`config.mk`:
```
export PLATFORM = sky130hd
export DESIGN_NAME = gqg_ctrl
export DESIGN_NICKNAME = d
export VERILOG_FILES = /design/src/gqg_pkg.sv /design/src/gqg_ctrl.sv
export SDC_FILE = /design/constraint.sdc
export NUM_CORES = 1
export LEC_CHECK = 0
export BUFFER_PORTS_ARGS = -buffer_cell sky130_fd_sc_hd__clkbuf_2
export CORE_AREA = 5 5 42 44
export CTS_BUF_LIST = sky130_fd_sc_hd__clkbuf_8
export DETAILED_ROUTE_END_ITERATION = 10
export DIE_AREA = 0 0 47 49
export SKIP_CTS_REPAIR_TIMING = 1
export SKIP_LAST_GASP = 1
export SLEW_MARGIN = 20
export SYNTH_ARGS = -nofsm -noshare
export SYNTH_HDL_FRONTEND = slang
export SYNTH_SLANG_ARGS = --single-unit
```
`constraint.sdc`:
```
create_clock -name i_clk -period 1.2 [get_ports i_clk]
set_clock_uncertainty 0.15 [all_clocks]
set_input_delay 0.24 -clock i_clk [delete_from_list [all_inputs] [get_ports i_clk]]
set_output_delay 0.24 -clock i_clk [all_outputs]
set_load 0.02 [all_outputs]
```
`src/gqg_pkg.sv`:
```
// Shared types, constants and helpers for the glyph quad generator.
`timescale 1ns / 1ps

package gqg_pkg;

    localparam int GLYPH_COUNT_DEF = 128;
    localparam int ATLAS_MAX_DEF   = 4096;

    localparam int CODE_W   = 7;
    localparam int COORD_W  = 12;
    localparam int ATLAS_W  = 13;
    localparam int SPACE_W  = 12;
    localparam int POS_W    = 16;
    localparam int TEX_W    = 17;
    localparam int FRAC_W   = 16;
    localparam int CFG_IDX_W = 2;
    localparam int VIDX_W   = 3;

    localparam logic [CODE_W-1:0]  NEWLINE_CODE = 7'd10;
    localparam logic [VIDX_W-1:0]  LAST_VERT    = 3'd5;
    localparam logic [POS_W-1:0]   POS_MAX      = 16'hFFFF;
    localparam logic [TEX_W-1:0]   TEX_ONE      = 17'h10000;

    localparam logic [ATLAS_W-1:0] ATLAS_W_RST  = 13'd256;
    localparam logic [ATLAS_W-1:0] ATLAS_H_RST  = 13'd256;
    localparam logic [SPACE_W-1:0] LINE_SP_RST  = 12'd16;

    localparam logic [CFG_IDX_W-1:0] REG_ATLAS_WIDTH  = 2'd0;
    localparam logic [CFG_IDX_W-1:0] REG_ATLAS_HEIGHT = 2'd1;
    localparam logic [CFG_IDX_W-1:0] REG_LINE_SPACING = 2'd2;

    localparam logic FUNC_WRITE = 1'b0;
    localparam logic FUNC_PLACE = 1'b1;

    typedef struct packed {
        logic [COORD_W-1:0] h;
        logic [COORD_W-1:0] w;
        logic [COORD_W-1:0] yo;
        logic [COORD_W-1:0] xo;
    } t_glyph;

    localparam int GLYPH_W = $bits(t_glyph);

    typedef struct packed {
        logic wr_glyph;
        logic capture;
        logic load;
        logic emit;
    } t_dp_cmd;

    typedef struct packed {
        logic div_busy;
        logic last_loaded;
    } t_dp_status;

    typedef enum logic [4:0] {
        S_IDLE = 5'b00001,
        S_READ = 5'b00010,
        S_LOAD = 5'b00100,
        S_DIV  = 5'b01000,
        S_EMIT = 5'b10000
    } t_state;

    // Corners of the quad in the order (sx,sy) (ex,sy) (sx,ey) (ex,sy) (ex,ey) (sx,ey).
    function automatic logic corner_hi_x(input logic [VIDX_W-1:0] k);
        logic r;
        case (k)
            3'd1, 3'd3, 3'd4: r = 1'b1;
            default:          r = 1'b0;
        endcase
        return r;
    endfunction

    function automatic logic corner_hi_y(input logic [VIDX_W-1:0] k);
        logic r;
        case (k)
            3'd2, 3'd4, 3'd5: r = 1'b1;
            default:          r = 1'b0;
        endcase
        return r;
    endfunction

endpackage

```
`src/gqg_ctrl.sv`:
```
// Controller state machine sequencing table access, division and vertex output.
`timescale 1ns / 1ps

module gqg_ctrl (
    input  logic                i_clk,
    input  logic                i_rst_n,
    input  logic                i_valid,
    input  logic                i_func,
    output logic                o_ready,
    output gqg_pkg::t_dp_cmd    o_cmd,
    input  gqg_pkg::t_dp_status i_status
);

    gqg_pkg::t_state r_state;
    gqg_pkg::t_state n_state;

    always_comb begin
        n_state = r_state;
        o_ready = 1'b0;
        o_cmd   = '0;
        case (r_state)
            gqg_pkg::S_IDLE: begin
                o_ready          = 1'b1;
                o_cmd.wr_glyph   = i_valid && (i_func == gqg_pkg::FUNC_WRITE);
                o_cmd.capture    = i_valid && (i_func == gqg_pkg::FUNC_PLACE);
                if (o_cmd.capture) begin
                    n_state = gqg_pkg::S_READ;
                end
            end
            gqg_pkg::S_READ: begin
                n_state = gqg_pkg::S_LOAD;
            end
            gqg_pkg::S_LOAD: begin
                o_cmd.load = 1'b1;
                n_state    = gqg_pkg::S_DIV;
            end
            gqg_pkg::S_DIV: begin
                if (!i_status.div_busy) begin
                    n_state = gqg_pkg::S_EMIT;
                end
            end
            gqg_pkg::S_EMIT: begin
                o_cmd.emit = 1'b1;
                if (i_status.last_loaded) begin
                    n_state = gqg_pkg::S_IDLE;
                end
            end
            default: begin
                n_state = gqg_pkg::S_IDLE;
            end
        endcase
    end

    always_ff @(posedge i_clk) begin
        if (!i_rst_n) begin
            r_state <= gqg_pkg::S_IDLE;
        end else begin
            r_state <= n_state;
        end
    end

endmodule

```
### Word level (Yosys, flattened, before mapping)

Index checks and enable logic that the tools add are counted.

* bits of input ports: 6
* flip-flop bits (word level): 5

* equal/unequal tests: 8
* bitwise gates (word level): 1
* muxes and demuxes: 8
* reduce and logical (&&, ||, !) cells: 3

Operator list (number)
* $pmux W5 S5: 1
* $mux W5: 3
* $ne A2 B2 Y1 const B: 3
* $eq A5 B1 Y1 const B: 1
* $eq A5 B2 Y1 const B: 1
* $eq A5 B3 Y1 const B: 1
* $eq A5 B4 Y1 const B: 1
* $eq A5 B5 Y1 const B: 1
* $mux W1: 3
* $reduce_and A3 Y1: 1
* $logic_and A1 B1 Y1: 2
* $mux W2: 1
* $not A1 Y1: 1

### Longest topological paths before layout

* depth in word-level cells: 3
* depth in mapped cells: 4
* depth with buffers taken out: 4

### Worst setup path before layout

No wires, ideal clock.

* path kind: flip-flop to output port
* start point: register r_state[2]
* end point: output o_cmd[3] (netlist name)
* data arrival time: 1.150 ns
* path slack: -0.340 ns
* required time: 0.810 ns
* buffers on the path: 0
* cell stages (with the launch flop): 4
* cell sequence: dfxtp_1 -> nor2_4 -> nand3_2 -> nor3b_1

RTL lines
* start, declared: line gqg_ctrl.sv:14 `gqg_pkg::t_state r_state;`
* start signal, assigned: line gqg_ctrl.sv:56 `r_state <= gqg_pkg::S_IDLE;`
* start signal, assigned: line gqg_ctrl.sv:58 `r_state <= n_state;`
* end, declared: line gqg_ctrl.sv:10 `output gqg_pkg::t_dp_cmd o_cmd,`

==> results.py <==
metrics = {
    "place": {
        "dp_worst_slack_ns": -0.142,
        "dp.final_hpwl_um": 528,
        "buffer_ports.inserted": 10,
        "postPlaceCellArea_um2": 429,
        "gp_congestion": 0.634,
    },
    "sta": {
        "report.final.hold_viol_count": 0,
        "final.setup.tns_ns": -1.50,
        "crit_path_setup_slack_layout_ns": -0.337,
        "setup_viol": 8,
        "slew_headroom": 0.881,
        "tightestPinTransition_ns": 0.179,
        "report.final.slew_viol_count": 0,
        "grt_setup_unrepaired": "yes",
        "layout_worst_path_cycle_share": 1.28,
        "max_freq_ghz": 0.651,
        "period_minus_slack_ns": 1.54,
    },
    "logic_synthesis": {
        "syn_area_um2": 285,
        "post-synth-top-area-cell": "dfxtp_1",
        "postSynthRegisterBits": 5,
        "synth.yosys.seq_area_share": 0.351,
        "synthesis.area_per_instance_um2": 8.39,
        "synthDistinctLibCells": 20,
        "netlist_top_cells_area": "dfxtp_1 35%, nor2b_2 6.1%, nand3b_1 5.3%",
        "synth_nets": 40,
        "netlist.area_leader.share": 0.351,
        "netlist_instances": 34,
        "ys_warn_count": 0,
    },
    "critical_path": {
        "rr_startpoint": "r_state[1]",
        "timing.critical_path.to": "o_cmd[3]",
        "worstRegToRegCells": 5,
        "cp-end-kind": "output port",
        "startpoint": "r_state[1]",
        "start_kind": "flip-flop",
        "criticalPathCategory": "reg -> out",
        "reg2reg_to": "r_state[0]",
        "cp_data_arrival_time_ns": 1.15,
        "critPathMaxFanout": 5,
        "rrSetupSlack_ns": -0.07,
        "worstPathRequired_ns": 0.81,
    },
    "final_layout": {
        "flip_flop_count_of_the_largest_register_all_copies_and_words_added": 5,
        "most-common-layout-cells": "9 x buf_4, 6 x clkbuf_2, 5 x dfxtp_2",
        "final_util": 0.387,
        "multi_input_comb_area_um2": 228,
        "insertedDiodeCount": 0,
        "finalInstanceArea_um2": 542,
        "area_growth_syn_to_layout_pct": 89.9,
        "seq_area_um2": 106,
        "layout-drive-gt1-share": 0.679,
        "fill_cells": 156,
        "fin_nets": 63,
        "max_flop_register": "r_state",
        "most_common_cell_after_layout_fill_and_taps_aside": "buf_4",
        "top_regs": "r_state (5)",
    },
    "flow_run": {
        "maxCapViolations": 0,
    },
    "pwr": {
        "max-vdd-ir-drop_v": 0.000531,
        "static-leakage-power_uw": 0.000251,
        "power.density_nw_per_um2": 1110,
    },
    "routing": {
        "vias": 306,
        "detail-route-antenna-nets": 0,
        "drt-total-wl_um": 716,
        "per_cell_via_count_in_the_routed_design": 4.25,
        "dr.first_iter.drc_count": 3,
        "drt-pass1-iter-count": 4,
        "drt_drc_violations_left": 0,
        "wire_per_inst_um": 9.94,
    },
    "clocking": {
        "ctsRootBufferMaster": "clkbuf_8",
        "clk_transition_reported_paths_ns": 0.03,
        "tritoncts.num_buffers": 3,
        "h-tree-depth": 1,
        "cts_tree": "built",
        "worstSkewPairLatency_ns": 0.22,
        "cts.path.max_buffers": 2,
        "clock-sinks": 5,
    },
    "floorplan": {
        "die_h_um": 49,
        "std_cell_rows": 14,
        "initial_utilization": 0.204,
        "core_region_area_um2": 1400,
        "dieWidth_um": 47,
        "boundaryPins": 11,
        "die_area_um2": 2300,
    },
    "global_routing": {
        "first_global_vias": 277,
        "grt_pass1_wl_um": 1100,
        "grt_antenna_before_repair": 0,
        "globalRouteOverflowTotal": 0,
        "grtUsageTotal": 0.0662,
        "grt_start_max_net_pins": 6,
    },
    "run_status": {
        "violations": "negative setup slack",
        "outcome": "complete, but fails checks",
    },
    "worst_hold_path": {
        "hp-class": "in -> reg",
    },
}
## through the flow
stage               instances  hold slack (ns)  total power (uW)
floorplan                  34            0.212               240
global placement           66            0.356               282
detailed placement         66            0.347               283
CTS                        70            0.133               583
global route               72            0.170               637
finish                     72            0.152               604
## metal layers
layer  global-route usage  share of wire
met5                    0              0
met3               0.0332          0.047
met2               0.0882           0.56
met4               0.0415              0
met1               0.0815           0.39
## critical path, stage by stage (launching register included)
cell,delay [ns]
dfxtp_2,0.35
nor2_4,0.13
nand3_4,0.11
nor3b_4,0.18
buf_4,0.16
## power breakdown
part	internal (uW)	switching (uW)	total [uW]
Combinational	69.0	56.7	126
Clock	219	75.4	294
Sequential	174	9.98	184
Total	461	142	604
## Yosys cell counts
library cell / count
nand3_1: 2
and2_1: 2
o21ai_0: 1
inv_1: 3
o21ai_2: 1
a21oi_1: 1
a31oi_1: 1
o21ai_1: 1
nand3b_1: 2
o21bai_1: 1
nor3b_1: 2
nand2_1: 2
nor2_1: 3
nor3_2: 1
and2b_1: 1
nand3_2: 1
nor2b_2: 2
dfxtp_1: 5
nor2_4: 1
o22a_1: 1
## kinds of logic (layout without fill, tap and decap cells)
group	count (synthesis)	count (layout)	share of synthesized area
AOI/OAI and AO/OA	7	7	0.162
DFF	5	5	0.351
and+or+nand+nor	19	19	0.447
buffers and inverters	3	25	0.0395
## layout make-up
class / count / area share
Multi-Input combinational cell: 26 / 0.420
Clock buffer: 3 / 0.0762
Inverter: 3 / 0.0208
Clock inverter: 1 / 0.00693
Tap cell: 16 / 0.0370
Sequential cell: 5 / 0.196
Timing Repair Buffer: 18 / 0.242
## worst min path at each step
stage | cells past startpoint | slack (ns) | startpoint | end
after CTS | 2 | 0.13 | i_rst_n | r_state[1]
after floorplan | 1 | 0.21 | i_rst_n | r_state[1]
after global routing | 3 | 0.17 | i_rst_n | r_state[3]
final | 3 | 0.15 | i_rst_n | r_state[3]
after detailed placement | 2 | 0.35 | i_rst_n | r_state[1]
after global placement | 2 | 0.36 | i_rst_n | r_state[1]
(Power assumes the default switching activity.)
